--- src/hdl/mtrd_pkg.sv ---
`timescale 1ns / 1ps
package mtrd_pkg;
	localparam int unsigned TblLen = 624;
	localparam int unsigned TblOfs = 397;
	localparam int unsigned IdxW = 10;
	localparam logic [31:0] TwistXor = 32'h9908b0df;
	localparam logic [31:0] HiBit = 32'h80000000;
	localparam logic [31:0] LoBits = 32'h7fffffff;
	localparam logic [31:0] TemperB = 32'h9d2c5680;
	localparam logic [31:0] TemperC = 32'hefc60000;
	localparam logic [31:0] SeedMul = 32'd69069;

	typedef enum logic {
		REQ_DRAW = 1'b0,
		REQ_SEED = 1'b1
	} req_t;

	// One queued command from the front part to the back part.
	typedef struct packed {
		req_t        kind;
		logic [31:0] seed;
		logic [31:0] range;
	} cmd_t;

	typedef enum logic [2:0] {
		ST_IDLE,
		ST_CLEAR,
		ST_SEED,
		ST_TWIST,
		ST_READ,
		ST_DIV,
		ST_OUT
	} state_t;

	function automatic logic [31:0] mix_word(logic [31:0] up, logic [31:0] lo,
		logic [31:0] far);
		logic [31:0] y;
		logic [31:0] v;
		y = (up & HiBit) | (lo & LoBits);
		v = far ^ (y >> 1);
		if (y[0]) begin
			v = v ^ TwistXor;
		end
		return v;
	endfunction

	function automatic logic [31:0] temper(logic [31:0] w);
		logic [31:0] y;
		y = w ^ (w >> 11);
		y = y ^ ((y << 7) & TemperB);
		y = y ^ ((y << 15) & TemperC);
		y = y ^ (y >> 18);
		return y;
	endfunction
endpackage

--- src/hdl/mtrd_front.sv ---
`timescale 1ns / 1ps
module mtrd_front
	import mtrd_pkg::*;
(
	input  logic        clk,
	input  logic        arst_n,
	input  logic        in_valid,
	output logic        in_ready,
	input  logic        req_type,
	input  logic [31:0] seed_value,
	input  logic [31:0] range_limit,
	output logic        cmd_valid,
	input  logic        cmd_ready,
	output cmd_t        cmd
);
	// Two-entry queue of classified commands.
	cmd_t        buf_q [2];
	logic        wptr_q;
	logic        rptr_q;
	logic [1:0]  cnt_q;
	logic        push;
	logic        pop;

	assign in_ready = (cnt_q != 2'd2);
	assign cmd_valid = (cnt_q != 2'd0);
	assign cmd = buf_q[rptr_q];
	assign push = in_valid && in_ready;
	assign pop = cmd_valid && cmd_ready;

	always_ff @(posedge clk) begin
		if (push) begin
			buf_q[wptr_q] <= '{kind: req_t'(req_type), seed: seed_value, range: range_limit};
		end
	end

	always_ff @(posedge clk or negedge arst_n) begin
		if (!arst_n) begin
			wptr_q <= 1'b0;
			rptr_q <= 1'b0;
			cnt_q <= 2'd0;
		end else begin
			if (push) begin
				wptr_q <= ~wptr_q;
			end
			if (pop) begin
				rptr_q <= ~rptr_q;
			end
			cnt_q <= cnt_q + {1'b0, push} - {1'b0, pop};
		end
	end
endmodule

--- config.mk ---
export PLATFORM = sky130hd
export DESIGN_NAME = mtrd_front
export DESIGN_NICKNAME = d
export VERILOG_FILES = /design/src/hdl/mtrd_pkg.sv /design/src/hdl/mtrd_front.sv
export SDC_FILE = /design/constraint.sdc
export NUM_CORES = 1
export LEC_CHECK = 0
export BUFFER_PORTS_ARGS = -buffer_cell sky130_fd_sc_hd__buf_2
export CORE_MARGIN = 2
export CORE_UTILIZATION = 25
export CTS_CLUSTER_DIAMETER = 60
export DETAILED_ROUTE_END_ITERATION = 16
export PLACE_DENSITY_LB_ADDON = 0.15
export SLEW_MARGIN = 15
export SYNTH_ARGS = -nofsm -noshare
export SYNTH_HDL_FRONTEND = slang
export SYNTH_SLANG_ARGS = --single-unit
--- constraint.sdc ---
create_clock -name clk -period 5.74 [get_ports clk]
set_clock_uncertainty 0.15 [all_clocks]
set_input_delay 0 -clock clk [delete_from_list [all_inputs] [get_ports clk]]
set_output_delay 0 -clock clk [all_outputs]
set_load 0.01 [all_outputs]
; ---- Word level (Yosys, flattened, before mapping)
; Memories as Yosys holds them, arrays and structs flattened.
; Cells that the tools add are included.
[classes]
reduce_logical = 3
n_eq_ne = 1
muxes = 2
bitwise = 2
n_addsub = 2
[ops]
columns = op, count
row1 = $add A2 B1 Y2, 1
row2 = $logic_and A1 B1 Y1, 2
row3 = $mux W1, 2
row4 = $ne A2 B2 Y1 const B, 1
row5 = $not A1 Y1, 2
row6 = $reduce_bool A2 Y1, 1
row7 = $sub A2 B1 Y2, 1
[totals]
word_cells = 14
output_inout_bits = 67
ram_bits = 130
regBits = 4
n_memories = 1
[memory_table]
columns = memory, depth, width, read_ports, rd_clocked_by_memory_dff, wr, line_no
row1 = buf_q, 2, 65, 1, 0, 1, mtrd_front.sv:17  ; cmd_t buf_q [2];

; ---- Longest topological paths before layout
; Gate-level depths: netlist of the first run.
[depth]
ltp_word = 4
ltp_mapped = 7
ltp_nobuf = 7

; ---- Least setup slack after synthesis of the first run
; No wires, ideal clock.
[synth_path]
path_type = reg2reg
from = register cnt_q[1]
to = memory buf_q[0][0] in the netlist's numbering (enable)
path_stages_with_launch = 4
arrival_ns = 3.379
setup_time_ns = 0.488
required_time_ns = 5.102
slack_ns = 1.723
path_cell_list = dfrtp_1 -> nand2b_1 -> nand2_1 -> nor2_1
[synth_between]
elab_chain_cells = 4
[synth_rtl]
columns = item, line_no
row1 = "start, declared", mtrd_front.sv:20  ; logic [1:0] cnt_q;
row2 = "start signal, assigned", mtrd_front.sv:48  ; cnt_q <= cnt_q + {1'b0, push} - {1'b0, pop};
row3 = $ne A2 B2 Y1, mtrd_front.sv:24  ; assign in_ready = (cnt_q != 2'd2);
row4 = net in_ready, mtrd_front.sv:8  ; output logic in_ready,
row5 = $logic_and A1 B1 Y1, mtrd_front.sv:27  ; assign push = in_valid && in_ready;
row6 = $mux W1, mtrd_front.sv:31  ; if (push) begin
row7 = $mux W1 (implied by the code), mtrd_front.sv:32  ; buf_q[wptr_q] <= '{kind: req_t'(req_type), seed: seed_value, range: range_limit};
row8 = "end, declared", mtrd_front.sv:17
; The timed path passes the listed nets, and every way through them passes these cells.

; ---- Worst setup path after layout of the first run
[layout_path]
from = register cnt_q[1]
to = memory buf_q[0][61] in the netlist's numbering (enable)
[layout_between]
elab_chain_cells = 4
[layout_rtl]
columns = item, line_no
row1 = $ne A2 B2 Y1, mtrd_front.sv:24
row2 = $logic_and A1 B1 Y1, mtrd_front.sv:27
row3 = $mux W1, mtrd_front.sv:31
row4 = $mux W1 (implied by the code), mtrd_front.sv:32
; Every way passes these cells.

==> impl_results.md, run 1 <==
- Outcome: completed
- Post CTS Setup Buffer Count: 0
- Synth Area in Simple Gates: 0.644%
- Die area: 21300 sq um
- Row cnt: 51
- RSZ-0062 raised after global routing: no
- Fin crit share: 45.2%
- Pwr Density: 484 nW/um^2
- Adder-cell share of the synthesized area: 0.496%
- # nets final: 508
- Crit. End Element: flip-flop
- DRT met1 WL: 4770 um
- RePlAce Congestion: 0.684
- Gr usage total: 9.82%
- Mapped cell area: 5050 sq um
- CP Cell Sequence: nand2b_1, nand2_1, nor2_4, buf_4
- Clock sink count: 134
- Post-Synth XOR/XNOR Area: 0.694%
- First-pass GRT wire length: 15800 um
- Max Used Layer: met4
- Delay-heaviest family, CP: simple AND/OR/NAND/NOR gates
- Commonest non-fill, non-tap cell in the layout: buf_2
- Avg Cell Area, Syn: 23.1 sq um
- DR WL met3: 523 um
- Startpoint Class: flip-flop
- Worst hold margin: 0.167 ns
- Slew Limit Headroom: 29.9%
- Vias per Instance: 3.84
- Antenna viol nets, final: 0
- Resized cells post-CTS: 0
- Placed cell area: 6020 sq um
- Number of global-route vias before repair: 3021
- Routed len/inst: 14.1 um
- Area grow syn2layout: 44.6%
- Setup TNS: 0 ns
- Cells after Synth: 219
- Largest net degree at the start of global routing: 66
- Comb power frac: 28.6%
- CP Class: flip-flop to flip-flop
- Switch Pwr: 0.000990 W
- VDD IR-drop max: 0.236 mV
- Hold Path Class: input pin to flip-flop
- CP max stage cell: nor2_4
- Post-detail-place hpwl: 5960 um
- Sequential area share after synthesis: 79.3%
- Die height: 146 um
- Int Power: 0.00254 W
- Starting DRT DRC Count: 77
- Root buf cell: clkbuf_16
- Most frequent cells in the layout: 135 x buf_2, 130 x edfxtp_1, 69 x dlygate4sd3_1, 40 x mux2_4, 25 x mux2_2
- Layout cells sized above 1: 52.0%
- Measured slew at the worst slew-check pin: 1.05 ns
- Remaining design rule violation count: 0
- Unique masters post-synth: 16
- Clock power share: 30.5%
- CTS clock-pin slew for the worst setup and hold paths: 0.06 ns
- PortBufs: 135
- Buf+Inv Stages, Crit Path: 1
- Router iterations before antenna repair: 4
- Syn_nets: 290
- Final hold vios: 0
- Warnings, synthesis: 0
- Seq cells post-synth: 134
- Switching share of total power: 28.0%
- Largest family of logic cells by synthesized area: multiplexers
- Final WL: 10100 um
- Max FO, Critical Path: 34
- Leak: 2.83 nW
- Max H-tree Level: 4
- Register share of total power: 40.9%
- Met2 WL: 4690 um
- Max clock buf depth: 2
- Final setup violation count: 0
- CP arrival: 2.49 ns
- Crit path required time: 5.63 ns
- Achievable Freq: 385 MHz
- Core Box Area: 19700 sq um
- Post-route setup slack: 3.14 ns
- CTS buffer count: 17
- Max incr delay on CP: 0.82 ns
- Initial antenna violation count: 0
- Maximum Capacitance Violations: 0
- DR vias: 2747
- Worst skew pair latency: 0.40 ns
- CTS Hold Bufs: 69
- Ant. Diodes: 0
- Die Width: 146 um
- # IOs: 136
- Post-synthesis mux area share: 17.5%
- Compound-gate portion of the synthesized area: 0%
- Fillers: 1921
- Finished layout cell area: 7300 sq um
- Starting Density: 25.7%
- CTS tree: yes
- Crit path time final: 2.60 ns
- Max Transition Viols Final: 0
- GR Overflow Total: 0
- Pre-CTS setup slack: 3.03 ns
==> power groups by stage <==
stage	logic [W]	registers, W	clock network, W
2_1_floorplan	0.000713	0.00142	0
3_3_place_gp	0.00100	0.00146	0
3_5_place_dp	0.00101	0.00147	0
4_1_cts	0.00105	0.00145	0.00111
5_1_grt	0.00110	0.00147	0.00116
6_report	0.00101	0.00145	0.00108
==> metal layers <==
metal	global-route usage (%)	up-vias
li1	-	1301
met1	12.3	1351
met2	15.2	89
met3	3.78	6
met4	4.08	0
met5	0	-
==> final cells by class <==
| class | instances | area (sq um) | share of cell area, % |
|---|---|---|---|
| Clock buffer | 19 | 433 | 5.93 |
| Clock inverter | 13 | 156 | 2.14 |
| Sequential cell | 134 | 4010 | 54.9 |
| Tap cell | 265 | 332 | 4.54 |
| Timing Repair Buffer | 206 | 1380 | 18.9 |
| Multi-Input combinational cell | 77 | 987 | 13.5 |
| Inverter | 1 | 3.75 | 0.0514 |
==> final timing paths <==
kind | from | endpoint | slack, ns | cells after the start
setup reg to reg | cnt_q[1]$_DFF_PN0_ | buf_q[0][61]$_DFFE_PP_ | 3.14 | 4
hold reg to reg | cnt_q[0]$_DFF_PN0_ | cnt_q[0]$_DFF_PN0_ | 0.38 | 1
hold / removal | range_limit[20] | buf_q[1][20]$_DFFE_PP_ | 0.17 | 2
max in group asynchronous | arst_n | rptr_q$_DFFE_PN0P_ | 4.90 | 3
min in group asynchronous | arst_n | cnt_q[0]$_DFF_PN0_ | 0.34 | 3
setup / recovery | cnt_q[1]$_DFF_PN0_ | buf_q[0][61]$_DFFE_PP_ | 3.14 | 4
==> flip-flops by register name, summed over array words and instances (netlist names) <==
signal and count:
rptr_q 1, cnt_q 2, wptr_q 1, buf_q 130
==> stage by stage <==
step,instances,utilization [%],total power (W)
floorplan,219,-,0.00213
global placement,614,30.6,0.00247
detailed placement,614,30.6,0.00248
CTS,715,37.1,0.00361
global route,715,37.1,0.00373
finish,715,37.1,0.00353
==> kinds of logic after synthesis <==
family | Yosys count
adder cells (fa/ha/maj) | 2
XOR/XNOR | 4
flip-flops | 134
buffers and inverters | 8
multiplexers | 65
AND/OR/NAND/NOR | 6
==> synth_stat cells <==
cell	number	area [sq um]
buf_6	5	56.3
buf_2	2	10.0
mux2_4	40	601
nor2_1	1	3.75
edfxtp_1	130	3900
xor2_1	1	8.76
nand2b_1	1	6.26
and3_1	1	6.26
nand2_1	1	3.75
inv_1	1	3.75
ha_1	2	25.0
mux2_2	25	282
and2_1	1	6.26
or2_1	1	6.26
xnor2_1	3	26.3
dfrtp_1	4	100
(Power assumes the default switching activity.)
==> run 2, diff against run 1 <==
==> constraint.sdc (replaced) <==
create_clock -name clk -period 2.4 [get_ports clk]
set_clock_uncertainty 0.15 [all_clocks]
set_input_delay 0 -clock clk [delete_from_list [all_inputs] [get_ports clk]]
set_output_delay 0 -clock clk [all_outputs]
set_load 0.01 [all_outputs]
==> impl_results.md, run 2 (synthesis results as in run 1) <==
- VDD IR-drop max: 0.501 mV
- Placed cell area: 6080 sq um
- Achievable Freq: 451 MHz
- Initial antenna violation count: 0
- Core Box Area: 19700 sq um
- Setup TNS: 0 ns
- RSZ-0062 raised after global routing: no
- Remaining design rule violation count: 0
- Worst skew pair latency: 0.41 ns
- Startpoint Class: flip-flop
- Most frequent cells in the layout: 135 x buf_2, 130 x edfxtp_1, 69 x dlygate4sd3_1, 40 x mux2_4, 25 x mux2_2
- Max FO, Critical Path: 31
- Router iterations before antenna repair: 4
- DR WL met3: 567 um
- Crit path required time: 2.25 ns
- Met2 WL: 5070 um
- Leak: 2.88 nW
- Post CTS Setup Buffer Count: 0
- PortBufs: 135
- Number of global-route vias before repair: 3064
- Max H-tree Level: 4
- Starting Density: 25.7%
- Final setup violation count: 0
- Crit path time final: 2.22 ns
- CTS clock-pin slew for the worst setup and hold paths: 0.06 ns
- Slew Limit Headroom: 61.2%
- DRT met1 WL: 4550 um
- Finished layout cell area: 7380 sq um
- Pwr Density: 1170 nW/um^2
- Post-detail-place hpwl: 6140 um
- Root buf cell: clkbuf_16
- Antenna viol nets, final: 0
- Commonest non-fill, non-tap cell in the layout: buf_2
- Fillers: 1906
- Max reg flops: 130
- GR Overflow Total: 0
- Final hold vios: 0
- Die Width: 146 um
- Vias per Instance: 3.84
- Outcome: completed
- Crit. End Element: primary output
- Clock sink count: 134
- Pre-CTS setup slack: 0.545 ns
- # IOs: 136
- Hold Path Class: input pin to flip-flop
- Measured slew at the worst slew-check pin: 0.582 ns
- Gr usage total: 9.87%
- Layout cells sized above 1: 52.7%
- Non-Filler Instances: 720
- Routed len/inst: 14.3 um
- Registers with the most flip-flops: buf_q (130), cnt_q (2)
- Max clock buf depth: 2
- Area grow syn2layout: 46.1%
- Row cnt: 51
- Cells after DPL: 620
- Worst hold margin: 0.163 ns
- CTS tree: yes
- Die area: 21300 sq um
- Post-route setup slack: 0.183 ns
- Largest net degree at the start of global routing: 39
- RePlAce Congestion: 0.645
- Most flop-heavy register: buf_q
- Maximum Capacitance Violations: 0
- Die height: 146 um
- CP Class: flip-flop to primary output
- Ant. Diodes: 0
- Max Used Layer: met4
- # nets final: 514
- DR vias: 2763
- Final WL: 10300 um
- CTS buffer count: 17
- Max Transition Viols Final: 0
- First-pass GRT wire length: 16000 um
- Fin crit share: 92.4%
- Starting DRT DRC Count: 87
- CP arrival: 2.07 ns
[run 2: cell count changes in the layout (fill, tap and decap cells not counted), sizes merged]
cell	change
clkinvlp	-2
clkinv	+2
buf	+6
bufinv	+1
clkbuf	-2
[run 2: cell type report]
| class | count | area, sq um | share of cell area, % |
|---|---|---|---|
| inverter | 1 | 3.75 | 0.0509 |
| clock inverter | 14 | 184 | 2.49 |
| multi-input combinational | 77 | 987 | 13.4 |
| sequential | 134 | 4010 | 54.3 |
| clock buffer | 17 | 425 | 5.77 |
| timing repair buffer | 212 | 1440 | 19.5 |
| tap | 265 | 332 | 4.49 |
[run 2: worst paths after layout]
kind	startpoint	to	slack, ns	depth (start not counted)
max	rptr_q$_DFFE_PN0P_	cmd[5]	0.18	3
min in group asynchronous	arst_n	cnt_q[1]$_DFF_PN0_	0.35	3
min reg2reg	cnt_q[0]$_DFF_PN0_	cnt_q[0]$_DFF_PN0_	0.37	1
min	range_limit[11]	buf_q[1][11]$_DFFE_PP_	0.16	2
max reg2reg	cnt_q[1]$_DFF_PN0_	cnt_q[1]$_DFF_PN0_	0.53	7
max in group asynchronous	arst_n	rptr_q$_DFFE_PN0P_	1.54	3
[run 2: power by group]
| group | internal, W | switching, W |
|---|---|---|
| sequential | 0.00321 | 0.000260 |
| clock | 0.00172 | 0.000958 |
| combinational | 0.00130 | 0.00118 |
| total | 0.00623 | 0.00240 |
[run 2: critical path: stages (launching register included)]
cell and delay (ns):
dfrtp_4 0.80, buf_4 0.35, mux2_2 0.36, buf_2 0.14
[run 2: routing by layer]
layer | GRT usage [%] | up-vias
met5 | 0 | -
met4 | 3.35 | 0
met3 | 4.00 | 5
met2 | 15.9 | 88
met1 | 12.1 | 1359
li1 | - | 1311
[run 2: what timing repair did]
action / CTS / global route
endpoints found under the hold margin: 137 / 0
resized for setup: 0 / 0
hold buffers: 69 / 0
[run 2: through the flow]
step                utilization, %  total power [W]
floorplan                        -          0.00507
global placement              30.9          0.00598
detailed placement            30.9          0.00600
CTS                           37.5          0.00883
global route                  37.5          0.00911
finish                        37.5          0.00863
==> run 3, diff against run 2 <==
--- a/config.mk
+++ b/config.mk
@@ -5,11 +5,11 @@
 export SDC_FILE = /design/constraint.sdc
 export NUM_CORES = 1
 export LEC_CHECK = 0
-export BUFFER_PORTS_ARGS = -buffer_cell sky130_fd_sc_hd__buf_2
 export CORE_MARGIN = 2
 export CORE_UTILIZATION = 25
 export CTS_CLUSTER_DIAMETER = 60
 export DETAILED_ROUTE_END_ITERATION = 16
+export DONT_BUFFER_PORTS = 1
 export PLACE_DENSITY_LB_ADDON = 0.15
 export SLEW_MARGIN = 15
 export SYNTH_ARGS = -nofsm -noshare
==> impl_results.md, run 3 (synthesis results as in run 1) <==
- Max Transition Viols Final: 0
- Die Width: 146 um
- Crit path required time: 2.58 ns
- Clock sink count: 134
- Remaining design rule violation count: 0
- GRT met3 Usage: 4.22%
- Achievable Freq: 521 MHz
- Resized cells post-CTS: 0
- Crit. End Element: flip-flop
- Worst hold margin: 0.0940 ns
- Core Box Area: 19700 sq um
- Comb power frac: 26.1%
- Most used routing layer in global routing: met2
- Finished layout cell area: 6750 sq um
- Hold Path Class: input pin to flip-flop
- CP arrival: 2.09 ns
- Initial antenna violation count: 0
- Global Route met1 Usage: 10.6%
- Post CTS Setup Buffer Count: 0
- Clock power share: 33.5%
- Registers with the most flip-flops: buf_q (130), cnt_q (2)
- Antenna viol nets, final: 0
- CTS tree: yes
- Gr usage total: 8.98%
- Slew Limit Headroom: 71.8%
- Met2 Use GR: 14.0%
- Layout cells sized above 1: 32.0%
- Commonest non-fill, non-tap cell in the layout: edfxtp_1
- CTS buffer count: 17
- Pwr Density: 1230 nW/um^2
- Final WL: 9190 um
- Largest net degree at the start of global routing: 41
- First-pass GRT wire length: 14200 um
- Switch Pwr: 0.00227 W
- Area grow syn2layout: 33.8%
- Post-detail-place hpwl: 5750 um
- Ant. Diodes: 0
- # nets final: 377
- Most flop-heavy register: buf_q
- # IOs: 136
- Int Power: 0.00603 W
- Max FO, Critical Path: 3
- Row cnt: 51
- Max reg flops: 130
- Number of global-route vias before repair: 2510
- Placed cell area: 5430 sq um
- Starting DRT DRC Count: 74
- Fin crit share: 80.0%
- Max H-tree Level: 4
- RSZ-0062 raised after global routing: no
- RePlAce Congestion: 0.623
- Final hold vios: 0
- Starting Density: 25.7%
- Vias per Instance: 3.95
- Register share of total power: 40.4%
- Routed len/inst: 15.7 um
- CTS Hold Bufs: 69
- Measured slew at the worst slew-check pin: 0.423 ns
- Router iterations before antenna repair: 4
- Leak: 2.36 nW
- Outcome: completed
- Post-route setup slack: 0.481 ns
- Total Power: 0.00830 W
- Pre-CTS setup slack: 0.479 ns
- Switching share of total power: 27.4%
- Setup TNS: 0 ns
- Crit path time final: 1.92 ns
- Most frequent cells in the layout: 130 x edfxtp_1, 69 x dlygate4sd3_1, 40 x mux2_4, 25 x mux2_2, 17 x clkbuf_16
- GR Overflow Total: 0
- DR vias: 2306
- Die area: 21300 sq um
- Root buf cell: clkbuf_16
- PortBufs: 0
- Max clock buf depth: 2
- CP Class: flip-flop to flip-flop
- Final setup violation count: 0
- Startpoint Class: flip-flop
- CTS clock-pin slew for the worst setup and hold paths: 0.06 ns
- VDD IR-drop max: 0.630 mV
- Worst skew pair latency: 0.40 ns
- Fillers: 1916
- Maximum Capacitance Violations: 0
- Die height: 146 um
-- run 3: layer usage --
layer,routed length (um),share of wire [%]
met5,0,0
met4,121,1.3
met2,4350,47
met1,4000,44
met3,714,7.8
-- run 3: power groups by stage --
stage / combinational [W] / sequential [W] / clock, W
3_3_place_gp: 0.00213 / 0.00340 / 0
4_1_cts: 0.00225 / 0.00336 / 0.00287
5_1_grt: 0.00233 / 0.00341 / 0.00297
2_1_floorplan: 0.00171 / 0.00336 / 0
3_5_place_dp: 0.00214 / 0.00341 / 0
6_report: 0.00217 / 0.00336 / 0.00278
-- run 3: worst paths after layout --
check | from | end | slack, ns | cells after the start
hold / removal | range_limit[12] | buf_q[0][12]$_DFFE_PP_ | 0.09 | 1
max in group asynchronous | arst_n | rptr_q$_DFFE_PN0P_ | 1.66 | 2
setup / recovery | cnt_q[1]$_DFF_PN0_ | cnt_q[1]$_DFF_PN0_ | 0.48 | 7
hold reg to reg | cnt_q[0]$_DFF_PN0_ | cnt_q[0]$_DFF_PN0_ | 0.38 | 1
setup reg to reg | cnt_q[1]$_DFF_PN0_ | cnt_q[1]$_DFF_PN0_ | 0.48 | 7
min in group asynchronous | arst_n | wptr_q$_DFFE_PN0N_ | 0.24 | 2
-- run 3: worst max-delay path, cell delays in order (launching register included) --
cell	delay [ns]
dfrtp_1	0.40
or2_1	0.28
and2_1	0.21
ha_1	0.28
inv_1	0.04
ha_1	0.18
xnor2_1	0.16
xnor2_1	0.13
-- run 3: cell type report --
| type | count | area, sq um | share of cell area (%) |
|---|---|---|---|
| Multi-Input combinational cell | 77 | 987 | 14.6 |
| Timing Repair Buffer | 75 | 786 | 11.6 |
| Clock inverter | 14 | 208 | 3.08 |
| Clock buffer | 18 | 429 | 6.36 |
| Inverter | 1 | 3.75 | 0.0556 |
| Sequential cell | 134 | 4010 | 59.3 |
| Tap cell | 265 | 332 | 4.91 |
-- run 3: metrics by stage --
stage          instances  util, %
2_1_floorplan        219        -
3_3_place_gp         483     27.6
3_5_place_dp         483     27.6
4_1_cts              584     34.4
5_1_grt              584     34.4
6_report             584     34.4
